--- src/hw/rtl/wrs_pkg.sv ---
// Shared types and constants of the weighted recursive smoother.
package wrs_pkg;

  localparam int DataW   = 32;
  localparam int WeightW = 16;
  localparam int DiffW   = WeightW + 1;
  localparam int ProdW   = DataW + DiffW;
  localparam int SumW    = ProdW + 1;
  localparam int MagW    = 48;
  localparam int QuotW   = DataW;
  localparam int DivSteps = QuotW;
  localparam int CntW    = $clog2(DivSteps);

  localparam logic [DataW-1:0] SatMax = {1'b0, {(DataW-1){1'b1}}};
  localparam logic [DataW-1:0] SatMin = {1'b1, {(DataW-1){1'b0}}};

  typedef enum logic [2:0] {
    ST_IDLE,
    ST_MUL,
    ST_SUM,
    ST_CHECK,
    ST_DIV,
    ST_FIN
  } state_e;

  typedef struct packed {
    logic load;
    logic mul;
    logic sum;
    logic check;
    logic div_step;
    logic finish;
  } cmd_t;

  typedef struct packed {
    logic seed;
  } stat_t;

endpackage

--- src/hw/rtl/wrs_datapath.sv ---
// Datapath: products, sum, magnitude, radix-2 divider and saturation.
module wrs_datapath import wrs_pkg::*; (
  input  logic                      clk_i,
  input  logic                      rst_ni,
  input  cmd_t                      cmd_i,
  output stat_t                     stat_o,
  input  logic signed [DataW-1:0]   sample_i,
  input  logic [WeightW-1:0]        weight_num_i,
  input  logic [WeightW-1:0]        weight_den_i,
  input  logic                      start_of_series_i,
  output logic signed [DataW-1:0]   smoothed_o,
  output logic                      saturated_o
);

  logic signed [DataW-1:0] x_q;
  logic [WeightW-1:0]      m_q;
  logic [WeightW-1:0]      n_q;
  logic                    seed_q;
  logic signed [DataW-1:0] y_q, y_d;
  logic signed [ProdW-1:0] p1_q, p2_q;
  logic signed [SumW-1:0]  num_q;
  logic                    neg_q;
  logic                    big_q;
  logic [WeightW-1:0]      rem_q;
  logic [QuotW-1:0]        work_q;
  logic [DataW-1:0]        res_q;
  logic                    sat_q;

  logic signed [DiffW-1:0] diff;
  logic [SumW-1:0]         mag_full;
  logic [MagW-1:0]         mag;
  logic [WeightW:0]        trial;
  logic                    ge;
  logic [WeightW:0]        trial_sub;
  logic [DataW-1:0]        res_d;
  logic                    sat_d;

  assign diff      = $signed({1'b0, n_q}) - $signed({1'b0, m_q});
  assign mag_full  = num_q[SumW-1] ? SumW'(-num_q) : SumW'(num_q);
  assign mag       = mag_full[MagW-1:0];
  assign trial     = {rem_q, work_q[QuotW-1]};
  assign ge        = trial >= {1'b0, n_q};
  assign trial_sub = trial - {1'b0, n_q};

  always_comb begin
    res_d = work_q;
    sat_d = 1'b0;
    if (seed_q) begin
      res_d = x_q;
    end else if (big_q) begin
      sat_d = 1'b1;
      res_d = neg_q ? SatMin : SatMax;
    end else if (neg_q) begin
      if (work_q > SatMin) begin
        sat_d = 1'b1;
        res_d = SatMin;
      end else begin
        res_d = DataW'(~work_q + 1'b1);
      end
    end else if (work_q[QuotW-1]) begin
      sat_d = 1'b1;
      res_d = SatMax;
    end
  end

  assign y_d = cmd_i.finish ? $signed(res_d) : y_q;

  always_ff @(posedge clk_i or negedge rst_ni) begin
    if (!rst_ni) begin
      y_q <= '0;
    end else begin
      y_q <= y_d;
    end
  end

  always_ff @(posedge clk_i) begin
    if (cmd_i.load) begin
      x_q    <= sample_i;
      m_q    <= weight_num_i;
      n_q    <= (weight_den_i == '0) ? WeightW'(1) : weight_den_i;
      seed_q <= start_of_series_i;
    end
    if (cmd_i.mul) begin
      p1_q <= x_q * $signed({1'b0, m_q});
      p2_q <= y_q * diff;
    end
    if (cmd_i.sum) begin
      num_q <= {p1_q[ProdW-1], p1_q} + {p2_q[ProdW-1], p2_q};
    end
    if (cmd_i.check) begin
      neg_q  <= num_q[SumW-1];
      big_q  <= mag[MagW-1:QuotW] >= n_q;
      rem_q  <= mag[MagW-1:QuotW];
      work_q <= mag[QuotW-1:0];
    end
    if (cmd_i.div_step) begin
      rem_q  <= ge ? trial_sub[WeightW-1:0] : trial[WeightW-1:0];
      work_q <= {work_q[QuotW-2:0], ge};
    end
    if (cmd_i.finish) begin
      res_q <= res_d;
      sat_q <= sat_d;
    end
  end

  assign stat_o.seed = seed_q;
  assign smoothed_o  = $signed(res_q);
  assign saturated_o = sat_q;

endmodule

--- src/hw/rtl/wrs_ctrl.sv ---
// Controller: sequences one request through the datapath and holds the result handshake.
module wrs_ctrl import wrs_pkg::*; (
  input  logic  clk_i,
  input  logic  rst_ni,
  input  logic  in_valid_i,
  output logic  in_stall_o,
  output logic  out_valid_o,
  input  logic  out_stall_i,
  input  stat_t stat_i,
  output cmd_t  cmd_o
);

  state_e          state_q, state_d;
  logic [CntW-1:0] cnt_q, cnt_d;
  logic            out_valid_q, out_valid_d;
  logic            out_free;
  logic            cnt_last;

  assign out_free = !out_valid_q || !out_stall_i;
  assign cnt_last = cnt_q == CntW'(DivSteps - 1);

  always_comb begin
    state_d = state_q;
    case (state_q)
      ST_IDLE:  if (in_valid_i) state_d = ST_MUL;
      ST_MUL:   state_d = stat_i.seed ? ST_FIN : ST_SUM;
      ST_SUM:   state_d = ST_CHECK;
      ST_CHECK: state_d = ST_DIV;
      ST_DIV:   if (cnt_last) state_d = ST_FIN;
      ST_FIN:   if (out_free) state_d = ST_IDLE;
      default:  state_d = ST_IDLE;
    endcase
  end

  always_comb begin
    cmd_o      = '0;
    in_stall_o = 1'b1;
    cnt_d      = cnt_q;
    case (state_q)
      ST_IDLE: begin
        in_stall_o = 1'b0;
        cmd_o.load = in_valid_i;
      end
      ST_MUL: begin
        cmd_o.mul = !stat_i.seed;
      end
      ST_SUM: begin
        cmd_o.sum = 1'b1;
      end
      ST_CHECK: begin
        cmd_o.check = 1'b1;
        cnt_d       = '0;
      end
      ST_DIV: begin
        cmd_o.div_step = 1'b1;
        cnt_d          = cnt_q + 1'b1;
      end
      ST_FIN: begin
        cmd_o.finish = out_free;
      end
      default: begin
        cmd_o = '0;
      end
    endcase
  end

  assign out_valid_d = cmd_o.finish ? 1'b1 : (out_valid_q && out_stall_i);

  always_ff @(posedge clk_i or negedge rst_ni) begin
    if (!rst_ni) begin
      state_q     <= ST_IDLE;
      cnt_q       <= '0;
      out_valid_q <= 1'b0;
    end else begin
      state_q     <= state_d;
      cnt_q       <= cnt_d;
      out_valid_q <= out_valid_d;
    end
  end

  assign out_valid_o = out_valid_q;

endmodule

--- src/hw/rtl/weighted_recursive_smoother_core.sv ---
// Top level of the weighted recursive smoother.
// Each request carries a signed Q16.16 sample with a weight m and a denominator n and
// updates the running value y to (x*m + y*(n-m)) / n, truncated toward zero and saturated
// to 32 bits; n of zero acts as one, and a request that starts a series loads y with its
// sample. One request is worked on at a time. A request that starts a series is accepted
// and then writes its result without products, sum, check or division; any other is
// accepted, forms the two products, the sum and the magnitude and overflow check, runs
// the radix-2 divider that produces one quotient bit per cycle, and writes the result. The
// result sits in an output register, so a new request is accepted while it waits; the block
// only holds in its final cycle while that register is still occupied.
module weighted_recursive_smoother_core import wrs_pkg::*; (
  input  logic                    clk_i,
  input  logic                    rst_ni,
  input  logic                    in_valid_i,
  output logic                    in_stall_o,
  input  logic signed [DataW-1:0] sample_i,
  input  logic [WeightW-1:0]      weight_num_i,
  input  logic [WeightW-1:0]      weight_den_i,
  input  logic                    start_of_series_i,
  output logic                    out_valid_o,
  input  logic                    out_stall_i,
  output logic signed [DataW-1:0] smoothed_o,
  output logic                    saturated_o
);

  cmd_t  cmd;
  stat_t stat;

  wrs_ctrl u_ctrl (
    .clk_i       (clk_i),
    .rst_ni      (rst_ni),
    .in_valid_i  (in_valid_i),
    .in_stall_o  (in_stall_o),
    .out_valid_o (out_valid_o),
    .out_stall_i (out_stall_i),
    .stat_i      (stat),
    .cmd_o       (cmd)
  );

  wrs_datapath u_datapath (
    .clk_i             (clk_i),
    .rst_ni            (rst_ni),
    .cmd_i             (cmd),
    .stat_o            (stat),
    .sample_i          (sample_i),
    .weight_num_i      (weight_num_i),
    .weight_den_i      (weight_den_i),
    .start_of_series_i (start_of_series_i),
    .smoothed_o        (smoothed_o),
    .saturated_o       (saturated_o)
  );

endmodule

--- config.mk ---
export PLATFORM = sky130hd
export DESIGN_NAME = weighted_recursive_smoother_core
export DESIGN_NICKNAME = d
export VERILOG_FILES = /design/src/hw/rtl/wrs_pkg.sv /design/src/hw/rtl/wrs_datapath.sv /design/src/hw/rtl/wrs_ctrl.sv /design/src/hw/rtl/weighted_recursive_smoother_core.sv
export SDC_FILE = /design/constraint.sdc
export NUM_CORES = 2
export LEC_CHECK = 0
export ABC_CLOCK_PERIOD_IN_PS = 24100
export BUFFER_PORTS_ARGS = -buffer_cell sky130_fd_sc_hd__buf_4
export CORE_MARGIN = 5
export CORE_UTILIZATION = 49
export CTS_BUF_LIST = sky130_fd_sc_hd__clkbuf_8
export CTS_CLUSTER_SIZE = 10
export DETAILED_ROUTE_END_ITERATION = 16
export HOLD_SLACK_MARGIN = 0.08
export PLACE_DENSITY = 0.66
export SLEW_MARGIN = 20
export SYNTH_ARGS = -nofsm -noshare
export SYNTH_HDL_FRONTEND = slang
export SYNTH_SLANG_ARGS = --single-unit
--- constraint.sdc ---
create_clock -name clk_i -period 24.1 [get_ports clk_i]
set_input_delay 2.41 -clock clk_i [delete_from_list [all_inputs] [get_ports clk_i]]
set_output_delay 2.41 -clock clk_i [all_outputs]
set_load 0.02 [all_outputs]
==> run metrics <==
reg-to-reg critical path startpoint=u_datapath.m_q[2]; dominant combinational cell family by area after synthesis=adder cells; Area growth syn-to-layout=6.75%; sequential fraction of the synthesis area=0.183; placeable core region=109000 sq um; Avg Cell Area, Syn=roughly 9.5 sq um; actual transition at the worst max-transition pin=1.15 ns; grt total ovfl=0; Port-buffer cells=about 100; status=completed; Worst-path clk slew=~0.060 ns; average vias per placed instance=around 5.5; root cell of the clock tree=sky130_fd_sc_hd__clkbuf_8; half-perimeter wire length after placement=between 100000 and 150000 um; Min-Delay Endpoint=u_ctrl.cnt_q[3]; basic-gate share of the synthesized area counting and, or, nand and nor cells=0.144; worst relative slew slack=0.226; crit end category=flop; unrepaired setup endpoints after global routing=false; most common flop cell mapped by yosys=sky130_fd_sc_hd__edfxtp_1; num rows=roughly 120; Synthesized Nets=7092; max_cap viols=0; post-CTS setup repair buffer count=0; post-synthesis compound-gate area fraction=0.0768; number of synthesized register bits=roughly 340; final net count=between 7000 and 8000; number of hold-repair buffers added at the cts stage=0; clock tree buffer depth=3; Die X=about 340 um; Fin Setup TNS=0 ns; endpoint of the most critical register-to-register path=u_datapath.p2_q[47]; initial antenna violation count=5; fin crit share=0.449; post-synthesis share of cell area spent on xor and xnor gates=0.0337; total count of max-transition violations in the final report=0; CTS tree=built; Post-Route WL=between 150000 and 200000 um; Cells after Synth=about 5700; Req. time, crit path=around 25 ns; data arrival time of the critical path=11.29 ns; share of layout cells above drive strength 1=0.0642; worst-case register-to-register setup slack=around 13 ns; depth of the worst register-to-register path=33; Iteration-0 DRC Markers=3168; global-route wire length before repair=approximately 240000 um; largest fanout of any net on the critical path=33; initial core utilization=0.495; final critical path time including I/O delays and setup=~11 ns; origin of the worst min-delay path=u_ctrl.cnt_q[3]; most prevalent standard cell on the critical path=sky130_fd_sc_hd__fa_1; Distinct cells, synth=76; share of flip-flops with an asynchronous set or reset=0.122; largest net degree at the start of global routing=66; Boundary Pins=104; worst min-delay path category=reg2reg; full die area=between 100000 and 150000 sq um; slowest stage cell, crit path=sky130_fd_sc_hd__a2111oi_0; commonest cells after routing, fill and taps aside=sky130_fd_sc_hd__inv_1, sky130_fd_sc_hd__fa_1, sky130_fd_sc_hd__nand2_1; average detailed-routed wire length per instance=20.9 um; worst hold path cell count=1; number of search-and-repair iterations in the first detailed-routing pass=7; type of element launching the critical path=flop; vias in the first global route=41800; Total Routing Usage GR=0.265; number of levels in the clock H-tree=3; Crit Path Class=reg2reg; final clock skew=~0.052 ns; share of synthesized area spent on multiplexers=0.00993; final core area utilization=0.528; DRC violation count after routing=0; Yosys warnings=0; fraction of the mapped netlist area in adder cells=0.453; total vias in the final route=39700; EDFF count, synth=about 300; summed instance area of the synthesized netlist=around 54000 sq um; DRT antenna net count=0; final estimated routing congestion in global placement=0.947; count of endpoints failing setup in the final report=0; clock buffers created by TritonCTS=just under 70; insertion delay of the later-clocked pin in the worst-skew pair=~0.74 ns; total clock sinks=336; final hold vios=0; most frequent standard cell in the layout excluding fill and tap cells=sky130_fd_sc_hd__inv_1; Crit path largest cell delay=approximately 0.8 ns; top achievable clock speed=between 0.09 and 0.1 GHz; height of the chip=approximately 340 um; post-cts resize count=0
how the worst max path moves through the flow:
stage,start,to,slack [ns]
floorplan,u_datapath.stat_o,u_ctrl.state_q[1],12.26
global placement,u_datapath.m_q[2],u_datapath.p2_q[47],13.75
finish,u_datapath.m_q[2],u_datapath.p2_q[47],13.27
CTS,u_datapath.m_q[2],u_datapath.p2_q[47],13.44
global route,u_datapath.m_q[2],u_datapath.p2_q[41],12.73
detailed placement,u_datapath.m_q[2],u_datapath.p2_q[47],13.51
logic make-up after synthesis:
family                   count (synthesis)
AND/OR/NAND/NOR                       1644
XOR/XNOR                               208
multiplexers                            49
adder cells (fa/ha/maj)               1347
buffers and inverters                 1432
AO/OA/AOI/OAI                          660
flip-flops                             336
layer usage:
layer	global-route usage	wire, um
met3	0.0392	11100
met4	0.121	8060
met1	0.358	61500
met5	0	0
met2	0.428	70000
cell type report:
| type | instances | area, sq um |
|---|---|---|
| fill | 9849 | 51500 |
| multi-input combinational | 3908 | 38900 |
| sequential | 336 | 9880 |
| inverter | 1178 | 4420 |
| tap | 1476 | 1850 |
| timing repair buffer | 169 | 1270 |
| clock buffer | 71 | 977 |
| clock inverter | 55 | 377 |
| antenna | 1 | 2.50 |
flip-flops by register name, summed over array words and instances, names as in the netlist:
register	count
u_datapath.num_q	49
u_datapath.p1_q	49
u_datapath.p2_q	49
u_datapath.smoothed_o	32
u_datapath.work_q	32
u_datapath.x_q	32
u_datapath.y_q	32
u_datapath.m_q	16
u_datapath.n_q	16
u_datapath.rem_q	16
u_ctrl.cnt_q	5
u_ctrl.state_q	3
u_ctrl.out_valid_o	1
u_datapath.big_q	1
u_datapath.neg_q	1
u_datapath.saturated_o	1
u_datapath.stat_o	1
worst max-delay path: cells and delay by family (launching register included):
family | cells | cell delay (ns)
xor gates and xnor gates | 1 | 0.08
buffers and inverters | 6 | 1.02
AOI/OAI and AO/OA | 15 | 5.04
and+or+nand+nor | 3 | 0.42
adders and majority gates | 8 | 3.66
DFF | 1 | 0.32
cell usage after synthesis, types with 8 or more instances:
master                        n  share of area
sky130_fd_sc_hd__inv_1     1176          0.082
sky130_fd_sc_hd__fa_1      1013           0.38
sky130_fd_sc_hd__nand2_1    778          0.054
sky130_fd_sc_hd__ha_1       334          0.077
sky130_fd_sc_hd__and2_1     303          0.035
sky130_fd_sc_hd__edfxtp_1   295           0.16
sky130_fd_sc_hd__clkbuf_1   242          0.017
sky130_fd_sc_hd__nor2_1     222          0.015
sky130_fd_sc_hd__a21oi_1    189          0.018
sky130_fd_sc_hd__o21ai_0    174          0.016
sky130_fd_sc_hd__xnor2_1    134          0.022
sky130_fd_sc_hd__nor2b_1     98          0.011
sky130_fd_sc_hd__a21o_1      79          0.011
sky130_fd_sc_hd__xor2_1      74          0.012
sky130_fd_sc_hd__nor3_1      49         0.0045
sky130_fd_sc_hd__dfrtp_1     41          0.019
sky130_fd_sc_hd__mux2_2      37         0.0077
sky130_fd_sc_hd__nand3_1     36         0.0033
sky130_fd_sc_hd__o31ai_1     29         0.0040
sky130_fd_sc_hd__nand2b_1    27         0.0031
sky130_fd_sc_hd__a211oi_1    21         0.0029
sky130_fd_sc_hd__or3_1       20         0.0023
sky130_fd_sc_hd__and3_1      19         0.0022
sky130_fd_sc_hd__nand4_1     19         0.0022
sky130_fd_sc_hd__o21a_1      17         0.0024
sky130_fd_sc_hd__o21bai_1    17         0.0024
sky130_fd_sc_hd__a31oi_1     16         0.0019
sky130_fd_sc_hd__or2_2       14         0.0016
sky130_fd_sc_hd__o211ai_1    13         0.0018
sky130_fd_sc_hd__mux2i_1     12         0.0022
sky130_fd_sc_hd__nor4_1      12         0.0014
sky130_fd_sc_hd__o22ai_1     12         0.0014
sky130_fd_sc_hd__o41ai_1     12         0.0019
sky130_fd_sc_hd__a311oi_1    11         0.0018
sky130_fd_sc_hd__or4_1       10         0.0014
sky130_fd_sc_hd__buf_1        8        0.00056
sky130_fd_sc_hd__o31a_1       8         0.0013
per-stage QoR:
step / hold slack [ns] / std cells / worst slack (ns) / area, sq um
after floorplan: 0.431 / 5676 / 12.26 / 54000
after global placement: 0.455 / 7067 / 13.75 / 56300
after detailed placement: 0.465 / 7067 / 13.51 / 56300
after CTS: 0.474 / 7193 / 13.44 / 57700
after global routing: 0.532 / 7194 / 12.73 / 57700
final: 0.477 / 7194 / 13.27 / 57700
Power is not shown: default switching activity piles up to over one toggle a cycle in this logic, so the estimate is an artifact.
